<file path="src/rtl/core/chip8fe_pkg.sv">
// Shared types, sizes and opcode codes for the CHIP-8 fetch/execute core.
package chip8fe_pkg;

	// Byte memory size (a power of two) and derived address widths
	localparam int MEM_BYTES     = 4096;
	localparam int ADDR_W        = $clog2(MEM_BYTES);
	localparam int BANK_DEPTH    = MEM_BYTES / 2;
	localparam int BANK_AW       = ADDR_W - 1;
	localparam int PC_W          = 12;
	localparam int PROGRAM_START = 512;
	localparam int NUM_REGS      = 16;
	localparam int REG_AW        = $clog2(NUM_REGS);

	// Transaction command codes
	localparam logic CMD_LOAD = 1'b0;
	localparam logic CMD_STEP = 1'b1;

	// Opcode groups (top nibble of the instruction)
	localparam logic [3:0] OP_JP      = 4'h1;
	localparam logic [3:0] OP_SE_IMM  = 4'h3;
	localparam logic [3:0] OP_SNE_IMM = 4'h4;
	localparam logic [3:0] OP_SE_REG  = 4'h5;
	localparam logic [3:0] OP_LD_IMM  = 4'h6;
	localparam logic [3:0] OP_ADD_IMM = 4'h7;
	localparam logic [3:0] OP_SNE_REG = 4'h9;
	localparam logic [3:0] OP_LD_I    = 4'hA;
	localparam logic [3:0] OP_JP_V0   = 4'hB;
	localparam logic [3:0] OP_RND     = 4'hC;

	typedef enum logic [1:0] {
		ST_EXECUTED = 2'd0,
		ST_UNIMPL   = 2'd1,
		ST_LOADED   = 2'd2
	} status_t;

	// Program memory instruction fetch request
	typedef struct packed {
		logic              en;
		logic [ADDR_W-1:0] hi_addr;
		logic [ADDR_W-1:0] lo_addr;
	} mem_rd_req_t;

	// Program memory byte write request
	typedef struct packed {
		logic              en;
		logic [ADDR_W-1:0] addr;
		logic [7:0]        data;
	} mem_wr_req_t;

	// Register file read request (two ports)
	typedef struct packed {
		logic              en;
		logic [REG_AW-1:0] a_addr;
		logic [REG_AW-1:0] b_addr;
	} rf_rd_req_t;

	// Register file write request
	typedef struct packed {
		logic              en;
		logic [REG_AW-1:0] addr;
		logic [7:0]        data;
	} rf_wr_req_t;

	// Outcome of executing one instruction
	typedef struct packed {
		status_t           status;
		logic [PC_W-1:0]   next_pc;
		logic [PC_W-1:0]   next_index;
		logic              reg_wr;
		logic [REG_AW-1:0] wreg;
		logic [7:0]        wval;
	} exec_res_t;

endpackage

</file>
<file path="src/rtl/core/chip8fe_execute.sv">
// Instruction decode and execute: next pc, index and register write-back.
module chip8fe_execute (
	input  logic [15:0]                          insn,
	input  logic [7:0]                           vx,
	input  logic [7:0]                           vb,
	input  logic [7:0]                           rand_byte,
	input  logic [chip8fe_pkg::PC_W-1:0]         pc,
	input  logic [chip8fe_pkg::PC_W-1:0]         index,
	output chip8fe_pkg::exec_res_t               res
);
	import chip8fe_pkg::*;

	logic [3:0]        op;
	logic [REG_AW-1:0] x;
	logic [7:0]        nn;
	logic [11:0]       nnn;
	logic [PC_W-1:0]   pc_seq;
	logic [PC_W-1:0]   pc_skip;

	assign op      = insn[15:12];
	assign x       = insn[11:8];
	assign nn      = insn[7:0];
	assign nnn     = insn[11:0];
	assign pc_seq  = pc + PC_W'(2);
	assign pc_skip = pc + PC_W'(4);

	// vb carries Vy for the register compares and V0 for the indexed jump
	always_comb begin
		res            = '0;
		res.status     = ST_EXECUTED;
		res.next_pc    = pc_seq;
		res.next_index = index;
		unique case (op)
			OP_JP: res.next_pc = nnn;
			OP_SE_IMM: begin
				if (vx == nn) res.next_pc = pc_skip;
			end
			OP_SNE_IMM: begin
				if (vx != nn) res.next_pc = pc_skip;
			end
			OP_SE_REG: begin
				if (vx == vb) res.next_pc = pc_skip;
			end
			OP_SNE_REG: begin
				if (vx != vb) res.next_pc = pc_skip;
			end
			OP_LD_IMM: begin
				res.reg_wr = 1'b1;
				res.wreg   = x;
				res.wval   = nn;
			end
			OP_ADD_IMM: begin
				res.reg_wr = 1'b1;
				res.wreg   = x;
				res.wval   = vx + nn;
			end
			OP_LD_I: res.next_index = nnn;
			OP_JP_V0: res.next_pc = nnn + {4'h0, vb};
			OP_RND: begin
				res.reg_wr = 1'b1;
				res.wreg   = x;
				res.wval   = rand_byte & nn;
			end
			default: res.status = ST_UNIMPL;
		endcase
	end

endmodule
</file>
<file path="config.mk">
export PLATFORM = sky130hd
export DESIGN_NAME = chip8fe_execute
export DESIGN_NICKNAME = d
export VERILOG_FILES = /design/src/rtl/core/chip8fe_pkg.sv /design/src/rtl/core/chip8fe_execute.sv
export SDC_FILE = /design/constraint.sdc
export NUM_CORES = 1
export LEC_CHECK = 0
export BUFFER_PORTS_ARGS = -buffer_cell sky130_fd_sc_hd__buf_2
export CAP_MARGIN = 20
export CORE_MARGIN = 2
export CORE_UTILIZATION = 42
export DETAILED_ROUTE_END_ITERATION = 8
export PLACE_DENSITY_LB_ADDON = 0.3
export SYNTH_ARGS = -nofsm -noshare
export SYNTH_HDL_FRONTEND = slang
export SYNTH_SLANG_ARGS = --single-unit
</file>
<file path="constraint.sdc">
create_clock -name vclk -period 2.7
set_input_delay 0.405 -clock vclk [all_inputs]
set_output_delay 0.405 -clock vclk [all_outputs]
set_load 0.05 [all_outputs]
</file>
==> results.cfg <==
[routing]
dr_total_vias = 2791
drc = 0
avgRoutedWirePerCell_um = 18.5
wirelength_mm = 8.56
firstDrtPassIters = 5
drt_iter0_drc = 181
via_per_inst = 6.03
ant_nets = 0

[timing]
setup_violations = 10
setup_slack_ns = -0.241
fin_crit_sh = 1.09
holdWs_ns = 1.23
final.min_clock_period_ns = 2.94
clock.fmax_mhz = 340
rsz0062_at_grt = yes
hold_violations = 0
drv_slew = 0
tns_ns = -1.24

[global_route]
antenna_found_initial = 0
globalRoute.totalOverflow = 0
grt_max_degree = 15
grt_pass1_vias = 2511
grt_use_total = 0.285
grt_pass1_wl_mm = 11.6

[logic_synthesis]
avgSynthCellArea_um2 = 6.96
muxShareOfSynthArea = 0.0812
synth_compound_area_frac = 0.322
yosys.area_share.simple = 0.226
synth.top_cell.area_share = 0.119
synth_area_um2 = 1790
ys_warn_count = 0
syn_inst = 257
yosysSeqAreaShare = 0
synth_nets = 340
synthAdderAreaFrac = 0.141
synth_top_family_by_area = compound AO/OA/AOI/OAI gates
synth-xor-area-share = 0.165
synth_cell_types = 48
synth_area_leaders = ha_1, xnor2_1, mux2_2, a21oi_1, xor2_1
synth_most_common_cell = a21oi_1
synth_top_area_cell = ha_1
yosys-top-cells-count = a21oi_1, nand2_1, ha_1, inv_1, xnor2_1

[die]
fp.dieW_um = 69.2
start_util = 0.441
die_height_um = 69.2
pin_count = 103
num_rows = 23
die_area_um2 = 4790
core_um2 = 4060

[worst_setup_path]
critical_path.slowest_cell = nor4_4
critPathArrivalTime_ns = 2.54
crit_family = compound AO/OA/AOI/OAI gates
path_buf_inv = 5
cp_num_cells = 13
cpPeakStageDelay_ns = 0.30
worstPathMaxFanout = 2
crit_type = input port to primary output
start_kind = input port
worstPathRequired_ns = 2.30
path_cells = buf_8 -> ha_4 -> nor4_4 -> buf_4 -> buf_4 -> nand3_2 -> a21oi_2 -> a31o_4 -> a21o_1 -> buf_6 -> o31ai_4 -> a21o_1 -> buf_6
end_kind = primary output

[placement]
post-dp-hpwl_mm = 5.65
portBuffers = 102
place_congestion = 0.924

[outcome]
violations = negative setup slack
status = finished with violations

[layout]
clock_buffers = 0
design.seq.count = 0
num_antenna_cells = 0
regArea_um2 = 0
drive_gt1_frac = 0.554
final_net_count = 498
syn2layout_area_growth_pct = 87.0

[power_and_ir_drop]
ir_worst_vdd_v = 0.000173
power_density_nw_per_um2 = 241
power.leakage_uw = 0.00156

[job]
max_cap_viol_count = 0

[min_path]
holdPathStages = 3
hp-class = input port to primary output
## logic make-up after synthesis
logic type      after synthesis
mux                          13
xor+xnor                     32
other cells                   1
fa+ha+maj                    19
buf+inv                      28
simple gates                 77
compound gates               87
## worst min-delay path, delay by kind of cell
kind | cells | cell delay [ns]
buf+inv | 2 | 0.30
compound gates | 1 | 0.12
## report_power, final
group,total [uW],internal (uW),switching (uW)
clock network,0,0,0
logic,805,343,462
registers,0,0,0
total,805,343,462
## timing repair
item | CTS | global route
pin swaps | 23 | 20
gates resized for setup | 44 | 45
endpoints found under the setup margin | 11 | 13
buffers inserted | 5 | 9
hold buffers | 0 | 0
## through the flow
stage                     setup WS, ns  utilization  std cells  power, uW  cell area (um^2)
after floorplan                -0.0400            -        257        424              1930
after global placement          -0.223        0.705        451        645              2860
after detailed placement        -0.277        0.705        451        658              2860
after CTS                       -0.204        0.760        456        712              3080
after global routing            -0.310        0.824        463        849              3340
final                           -0.241        0.824        463        805              3340
## placed cells by master (no fill, tap or decap), types with 4 or more instances in the layout
| master | n |
|---|---|
| a22oi_1 | 4 |
| xor2_1 | 13 |
| o22ai_1 | 8 |
| a21oi_1 | 20 |
| and2_1 | 5 |
| buf_6 | 22 |
| inv_1 | 17 |
| a21o_1 | 8 |
| xnor2_1 | 14 |
| nand3_1 | 6 |
| o21ai_0 | 6 |
| ha_4 | 11 |
| nand4_1 | 5 |
| ha_1 | 6 |
| o31ai_4 | 4 |
| xnor2_2 | 5 |
| nor2b_1 | 4 |
| nand2_1 | 19 |
| buf_2 | 83 |
| nor2_1 | 14 |
| mux2_2 | 12 |
| buf_4 | 60 |
| o21ai_1 | 4 |
| nor3_1 | 4 |
## final timing paths
path  startpoint      end  slack [ns]
min        pc[2]  res[27]        1.23
max        vx[5]  res[31]       -0.24
## per-layer routing
layer / track usage / share of wire / vias up
met5: 0 / 0 / -
met4: 0.0675 / 0.033 / 0
met3: 0.0247 / 0.063 / 30
met2: 0.534 / 0.52 / 156
met1: 0.349 / 0.38 / 1329
li1: - / - / 1276
## area by class of cell
class	instances	area [um^2]
repair buffers	167	1140
inverters	17	63.8
fillers	238	714
well taps	50	62.6
multi-input cells	229	2070
Power figures use the tool's default switching activity.
