==> config.mk <==
export PLATFORM = sky130hd
export DESIGN_NAME = chip8fe_regfile
export DESIGN_NICKNAME = d
export VERILOG_FILES = /design/src/rtl/core/chip8fe_pkg.sv /design/src/rtl/core/chip8fe_regfile.sv
export SDC_FILE = /design/constraint.sdc
export NUM_CORES = 1
export LEC_CHECK = 0
export BUFFER_PORTS_ARGS = -buffer_cell sky130_fd_sc_hd__buf_4
export CORE_UTILIZATION = 44
export DETAILED_ROUTE_END_ITERATION = 8
export PLACE_DENSITY = 0.67
export REMOVE_ABC_BUFFERS = 1
export SETUP_SLACK_MARGIN = 0.4
export SLEW_MARGIN = 20
export SYNTH_ARGS = -nofsm -noshare
export SYNTH_HDL_FRONTEND = slang
export SYNTH_SLANG_ARGS = --single-unit
==> constraint.sdc <==
create_clock -name clk -period 2.3 [get_ports clk]
set_input_delay 0.23 -clock clk [delete_from_list [all_inputs] [get_ports clk]]
set_output_delay 0.23 -clock clk [all_outputs]
set_load 0.005 [all_outputs]
==> src/rtl/core/chip8fe_pkg.sv <==
// Shared types, sizes and opcode codes for the CHIP-8 fetch/execute core.
package chip8fe_pkg;

	// Byte memory size (a power of two) and derived address widths
	localparam int MEM_BYTES     = 4096;
	localparam int ADDR_W        = $clog2(MEM_BYTES);
	localparam int BANK_DEPTH    = MEM_BYTES / 2;
	localparam int BANK_AW       = ADDR_W - 1;
	localparam int PC_W          = 12;
	localparam int PROGRAM_START = 512;
	localparam int NUM_REGS      = 16;
	localparam int REG_AW        = $clog2(NUM_REGS);

	// Transaction command codes
	localparam logic CMD_LOAD = 1'b0;
	localparam logic CMD_STEP = 1'b1;

	// Opcode groups (top nibble of the instruction)
	localparam logic [3:0] OP_JP      = 4'h1;
	localparam logic [3:0] OP_SE_IMM  = 4'h3;
	localparam logic [3:0] OP_SNE_IMM = 4'h4;
	localparam logic [3:0] OP_SE_REG  = 4'h5;
	localparam logic [3:0] OP_LD_IMM  = 4'h6;
	localparam logic [3:0] OP_ADD_IMM = 4'h7;
	localparam logic [3:0] OP_SNE_REG = 4'h9;
	localparam logic [3:0] OP_LD_I    = 4'hA;
	localparam logic [3:0] OP_JP_V0   = 4'hB;
	localparam logic [3:0] OP_RND     = 4'hC;

	typedef enum logic [1:0] {
		ST_EXECUTED = 2'd0,
		ST_UNIMPL   = 2'd1,
		ST_LOADED   = 2'd2
	} status_t;

	// Program memory instruction fetch request
	typedef struct packed {
		logic              en;
		logic [ADDR_W-1:0] hi_addr;
		logic [ADDR_W-1:0] lo_addr;
	} mem_rd_req_t;

	// Program memory byte write request
	typedef struct packed {
		logic              en;
		logic [ADDR_W-1:0] addr;
		logic [7:0]        data;
	} mem_wr_req_t;

	// Register file read request (two ports)
	typedef struct packed {
		logic              en;
		logic [REG_AW-1:0] a_addr;
		logic [REG_AW-1:0] b_addr;
	} rf_rd_req_t;

	// Register file write request
	typedef struct packed {
		logic              en;
		logic [REG_AW-1:0] addr;
		logic [7:0]        data;
	} rf_wr_req_t;

	// Outcome of executing one instruction
	typedef struct packed {
		status_t           status;
		logic [PC_W-1:0]   next_pc;
		logic [PC_W-1:0]   next_index;
		logic              reg_wr;
		logic [REG_AW-1:0] wreg;
		logic [7:0]        wval;
	} exec_res_t;

endpackage

==> src/rtl/core/chip8fe_regfile.sv <==
// General register file V0..VF: two registered read ports, one write port.
module chip8fe_regfile (
	input  logic                     clk,
	input  logic                     arst_n,
	input  chip8fe_pkg::rf_rd_req_t  rd_req,
	input  chip8fe_pkg::rf_wr_req_t  wr_req,
	output logic [7:0]               rd_a,
	output logic [7:0]               rd_b
);
	import chip8fe_pkg::*;

	logic [7:0]          regs [NUM_REGS];
	logic [NUM_REGS-1:0] valid_q;
	logic [7:0]          rd_a_q;
	logic [7:0]          rd_b_q;

	// Per-entry valid bits: an unwritten register reads as zero
	always_ff @(posedge clk or negedge arst_n) begin
		if (!arst_n) begin
			valid_q <= '0;
		end else if (wr_req.en) begin
			valid_q[wr_req.addr] <= 1'b1;
		end
	end

	// Storage and registered reads
	always_ff @(posedge clk) begin
		if (wr_req.en) begin
			regs[wr_req.addr] <= wr_req.data;
		end
		if (rd_req.en) begin
			rd_a_q <= valid_q[rd_req.a_addr] ? regs[rd_req.a_addr] : 8'h00;
			rd_b_q <= valid_q[rd_req.b_addr] ? regs[rd_req.b_addr] : 8'h00;
		end
	end

	assign rd_a = rd_a_q;
	assign rd_b = rd_b_q;

endmodule

==> results of run 1 <==
==> worst max-delay path: cells and delay by family, from the launching register on <==
kind | cells | cell delay (ns)
AO/OA/AOI/OAI | 2 | 0.39
AND/OR/NAND/NOR | 1 | 0.28
flip-flops | 1 | 0.38
multiplexers | 1 | 0.53
==> state kept, by name, summed over array words and instances, names as in the netlist <==
name	count
rd_a	8
rd_b	8
regs	128
valid_q	16
==> power breakdown <==
| part | total [mW] | leakage (nW) | switching (mW) | internal [mW] |
|---|---|---|---|---|
| clock | 2.92 | 0.297 | 1.10 | 1.82 |
| combinational | 0.709 | 1.02 | 0.356 | 0.353 |
| sequential | 3.38 | 1.48 | 0.0694 | 3.31 |
==> through the flow <==
stage / instances / setup WS [ns]
final: 653 / 0.461
after global routing: 653 / 0.413
after CTS: 653 / 0.467
after detailed placement: 620 / 0.256
after global placement: 620 / 0.259
after floorplan: 333 / 0.546
==> timing repair <==
action | CTS | global route
endpoints found under the setup margin | 0 | 0
hold buffers | 1 | 0
buffers inserted | 0 | 0
endpoints found under the hold margin | 16 | 0
==> worst min path at each step <==
stage               cells past startpoint      start          end  slack (ns)
floorplan                               0     arst_n   valid_q[0]       -0.07
global placement                        1     arst_n   valid_q[6]         0.1
detailed placement                      1     arst_n   valid_q[6]        0.10
CTS                                     1  wr_req[4]   regs[5][4]         0.1
global route                            1  wr_req[2]  regs[12][2]        0.10
finish                                  1  wr_req[6]   regs[7][6]        0.10
==> cell usage in the layout (no fill, tap or decap) <==
cell type      instances
nand3b_1               2
inv_6                  1
buf_12                 2
bufinv_16              4
dlygate4sd3_1          1
nand2b_1               2
clkinv_4               2
nand2_1                1
clkbuf_16             17
and2_1                 2
mux4_2                72
edfxtp_1             144
nand3_1                1
nor2_8                 2
clkbuf_1               2
nor2_1                14
buf_4                 69
clkinvlp_4             2
dfrtp_1               16
or2_2                 16
clkinv_1               1
a22o_1                 4
a22oi_1               32
clkinv_2               2
nor2b_1                4
or3b_2                 1
a21oi_2               16
inv_8                  1
nor3_1                 4
==> layout make-up <==
class / count / area share [%]
sequential: 160 / 55.5
multi-input combinational: 173 / 27.4
timing repair buffer: 72 / 6.67
clock inverter: 13 / 2.19
clock buffer: 19 / 5.08
tap: 216 / 3.17
==> layer usage <==
metal | GRT usage, % | part of all wire, % | routed length (um)
met1 | 27.9 | 41 | 6720
met2 | 36.3 | 50 | 8240
met4 | 8.00 | 2.0 | 332
met5 | 0 | 0 | 0
met3 | 4.72 | 7.0 | 1150
==> synthesized netlist by cell type (4+ instances only) <==
cell	number	area [sq um]
edfxtp_1	144	4320
mux4_2	72	1620
a22oi_1	32	240
a21oi_2	16	140
dfrtp_1	16	400
or2_2	16	100
nor2_1	14	52.6
clkbuf_1	9	33.8
a22o_1	4	35.0
buf_2	4	20.0
buf_4	4	30.0
nor2b_1	4	25.0
nor3_1	4	20.0
==> cells by family (layout without fill, tap and decap cells) <==
| logic type | Yosys count | after routing |
|---|---|---|
| flip-flops | 160 | 160 |
| multiplexers | 72 | 72 |
| AO/OA/AOI/OAI | 52 | 52 |
| AND/OR/NAND/NOR | 49 | 49 |
| buffers and inverters | 22 | 104 |
==> impl_metrics.yaml, run 1 <==
synth:
  syn_area_per_cell_sq_um: 20.2
  ys_seq_area_share_pct: 65.9
  synthMuxAreaShare_pct: 22.6
  synthXorXnorAreaFrac_pct: 0
  yosys.area_share.simple_pct: 4.12
  synth_top_family_by_area: "multiplexers"
  ys.flop_type: "edfxtp_1"
  syn_inst: 355
  synth-seq-cells: 160
  ys_warn_count: 0
  ys_types: 22
  ys_async_sr_fraction_pct: 10.0
  synth_edf_count: 144
  synth-adder-area-share_pct: 0
  synth-compound-area-share_pct: 5.79
  synth_area_sq_um: 7170
power:
  power.total_mw: 7.01
  p_per_area_nw_per_um2: 823
  p_leak_nw: 2.80
  max-vdd-ir-drop_uv: 569
placement:
  post_dp_cell_area_sq_um: 7890
  io_buffers: 39
  gp_congestion: 0.806
  dp_hpwl_um: 11000
route:
  ant_nets: 0
  vias: 3986
  first_pass_iters: 5
  drc: 0
  first_iter_violations: 294
  wl_per_cell_um: 25.2
  vias_per_cell: 6.10
  drt_wl_total_um: 16500
die:
  die_area_sq_um: 16800
  io-pin-count: 40
  fp.dieW_um: 130
  die_h_um: 130
  core_area_sq_um: 15900
  initial_core_util_pct: 45.2
  std_cell_rows: 46
global_route:
  grt_overflow: 0
  antenna_found_initial: 0
  grt_pass1_vias: 4151
  grt_usage_pct: 21.6
  grt_start_max_net_pins: 26
  grt_first_pass_wirelength_um: 24600
sta:
  skew_ns: 0.00684
  tns_ns: 0
  finalMaxSlewViolations: 0
  hold_violations: 0
  whs_ns: 0.105
  finalCriticalPeriod_ns: 1.84
  period_share_pct: 79.9
  worstMarginPinSlew_ns: 0.734
  max_freq_ghz: 0.544
  relSlewSlack_pct: 51.0
  rsz0062_at_grt: "false"
  setup_violations: 0
worst_setup_path:
  crit_path_end: "rd_a[2]"
  crit_type: "reg -> reg"
  max_stage_delay_ns: 0.53
  cp_max_fo: 8
  r2r-start: "valid_q[13]"
  reg2reg_setup_slack_ns: 0.46
  r2r-end: "rd_a[2]"
  r2r_cells: 4
  crit_path_top_delay_cell: "mux4_2"
  start_kind: "flop"
  required_ns: 2.47
  cp-startpoint: "valid_q[13]"
  cp.arrival_ns: 2.01
  endpoint_kind: "flop"
  path_cells: "mux4_2 -> a22o_1 -> nor2_8 -> a21oi_2"
clock_tree:
  cts_tree: "yes"
  clk_latency_ns: 0.43
  cts-root-buf: "clkbuf_16"
  clkTransAtPathRegs_ns: 0.06
  clk_path_buf_depth: 2
  cts-buffers-inserted: 17
  postCtsResizedCells: 0
  cts_max_level: 4
  cts_sinks: 160
cells_and_area:
  design_area_sq_um: 8510
  multi_input_comb_area_sq_um: 2330
  antenna_cells: 0
  layout.nets: 448
  area_delta_synth_final_pct: 18.7
  drive_above_1_share_pct: 47.4
  fillers: 1264
  final_util_pct: 53.6
  regArea_sq_um: 4720
worst_hold_path:
  hold_class: "in -> reg"
run:
  cap_violations: 0
status:
  status: "finished, final reports clean"
No activity file was read; power rests on OpenSTA's default activity.
==> run 2: changes to the inputs <==
- PLACE_DENSITY: 0.67 -> 0.69
- clock period: 2.3 -> 1.5 ns (I/O delays scaled with it)
==> impl_metrics.yaml, run 2 (synthesis results as in run 1) <==
global_route:
  grt_pass1_vias: 4301
  grt_overflow: 0
  grt-busiest-layer: "met2"
  grt_usage_pct: 21.8
  grt_start_max_net_pins: 17
  grt_use_met1_pct: 28.5
  met3_usage_pct: 4.88
  use_met2_pct: 36.3
  antenna_found_initial: 0
  grt_first_pass_wirelength_um: 25300
cells_and_area:
  top_register: "regs"
  design_area_sq_um: 8650
  layout.nets: 453
  drive_above_1_share_pct: 48.6
  multi_input_comb_area_sq_um: 2380
  final_util_pct: 54.5
  area_delta_synth_final_pct: 20.6
  antenna_cells: 0
  regArea_sq_um: 4720
  layout.cells.most_common: "edfxtp_1"
  largest_reg_flops: 128
  fillers: 1250
  final_cell_mix: "edfxtp_1, mux4_2, buf_4, a22oi_1, buf_6"
  reg_top3: "regs: 128 flops, valid_q: 16 flops"
power:
  p_int_mw: 7.93
  max-vdd-ir-drop_uv: 794
  pwr-share-comb_pct: 11.3
  p_per_area_nw_per_um2: 1180
  p_switching_mw: 2.31
  clkPwrFrac_pct: 37.9
  pwr-share-seq_pct: 50.8
  p_leak_nw: 2.86
  swShare_pct: 22.6
die:
  core_area_sq_um: 15900
  std_cell_rows: 46
  die_h_um: 130
  die_area_sq_um: 16800
  fp.dieW_um: 130
  io-pin-count: 40
  initial_core_util_pct: 45.2
placement:
  io_buffers: 39
  post_dp_cell_area_sq_um: 7990
  gp_congestion: 0.779
  dp_hpwl_um: 11000
clock_tree:
  post_cts_buffers: 0
  clk_path_buf_depth: 2
  cts_tree: "yes"
  cts-buffers-inserted: 17
  cts-root-buf: "clkbuf_16"
  cts_sinks: 160
  clk_latency_ns: 0.42
  cts_max_level: 4
  clkTransAtPathRegs_ns: 0.06
worst_setup_path:
  crit_type: "reg -> reg"
  cp_max_fo: 8
  required_ns: 1.67
  start_kind: "flop"
  cp.arrival_ns: 1.90
  endpoint_kind: "flop"
worst_hold_path:
  hold_class: "in -> reg"
status:
  status: "finished, violations left"
  violations: "setup timing"
route:
  wl_per_cell_um: 25.2
  first_pass_iters: 4
  first_iter_violations: 433
  drc: 0
  vias: 3967
  ant_nets: 0
  drt_wl_total_um: 16600
  vias_per_cell: 6.03
sta:
  finalMaxSlewViolations: 0
  whs_ns: 0.0436
  finalCriticalPeriod_ns: 1.73
  hold_violations: 0
  setup_violations: 16
  max_freq_ghz: 0.578
  final.setup.worst_slack_ns: -0.230
  skew_ns: 0.00416
  period_share_pct: 115
  relSlewSlack_pct: 74.8
  worstMarginPinSlew_ns: 0.377
  rsz0062_at_grt: "true"
run:
  cap_violations: 0
## run 2: cell types whose count changed in the layout (fill, tap and decap cells not counted), moves of 2 or more
| cell | change |
|---|---|
| a22o_4 | +4 |
| buf_4 | -19 |
| clkinv_1 | +3 |
| buf_6 | +18 |
| clkinv_2 | +4 |
| bufinv_16 | -3 |
| a22o_1 | -4 |
| buf_12 | +6 |
| clkinv_4 | -2 |
## run 2: worst paths after layout
check | from | endpoint | slack, ns | cells past startpoint
setup / recovery | valid_q[13] | rd_a[5] | -0.23 | 4
hold / removal | wr_req[4] | regs[0][4] | 0.04 | 1
setup reg to reg | valid_q[13] | rd_a[5] | -0.23 | 4
hold reg to reg | valid_q[4] | valid_q[4] | 0.49 | 1
max in group asynchronous | arst_n | valid_q[1] | 1.19 | 2
min in group asynchronous | arst_n | valid_q[7] | 0.13 | 2
## run 2: what timing repair did
item                       CTS  global route
hold endpoints to repair    16             0
resized for setup           14            15
pin swaps                    6             1
gates cloned                 0             1
setup endpoints to repair   27            40
hold buffers                 1             0
## run 2: routing by layer
layer  vias to the layer above  part of all wire [%]
li1                       1674                     -
met1                      2089                    41
met2                       172                    51
met3                        32                   5.8
met4                         0                   2.0
met5                         -                     0
## run 2: power groups by stage
stage	clock network (mW)	registers [mW]	logic (mW)
2_1_floorplan	0	5.24	0.586
3_3_place_gp	0	5.27	1.09
3_5_place_dp	0	5.28	1.11
4_1_cts	3.93	5.20	1.16
5_1_grt	4.11	5.22	1.24
6_report	3.88	5.20	1.16
## run 2: cell type report
class | instances | area share (%)
Sequential cell | 160 | 54.6
Multi-Input combinational cell | 173 | 27.5
Timing Repair Buffer | 77 | 8.65
Clock buffer | 18 | 4.96
Tap cell | 216 | 3.12
Clock inverter | 14 | 1.14
## run 2: worst max-delay path, stage by stage, from the launching register on
cell,delay [ns]
dfrtp_1,0.41
mux4_2,0.50
a22o_4,0.28
nor2_8,0.23
a21oi_2,0.04
## run 2: per-stage QoR
step / instances / TNS (ns) / power, mW / worst slack (ns)
CTS: 657 / -3.27 / 10.3 / -0.223
floorplan: 333 / -2.98 / 5.83 / -0.174
detailed placement: 624 / -4.46 / 6.39 / -0.303
global placement: 624 / -3.86 / 6.36 / -0.315
finish: 658 / -3.42 / 10.2 / -0.230
global route: 658 / -4.05 / 10.6 / -0.276
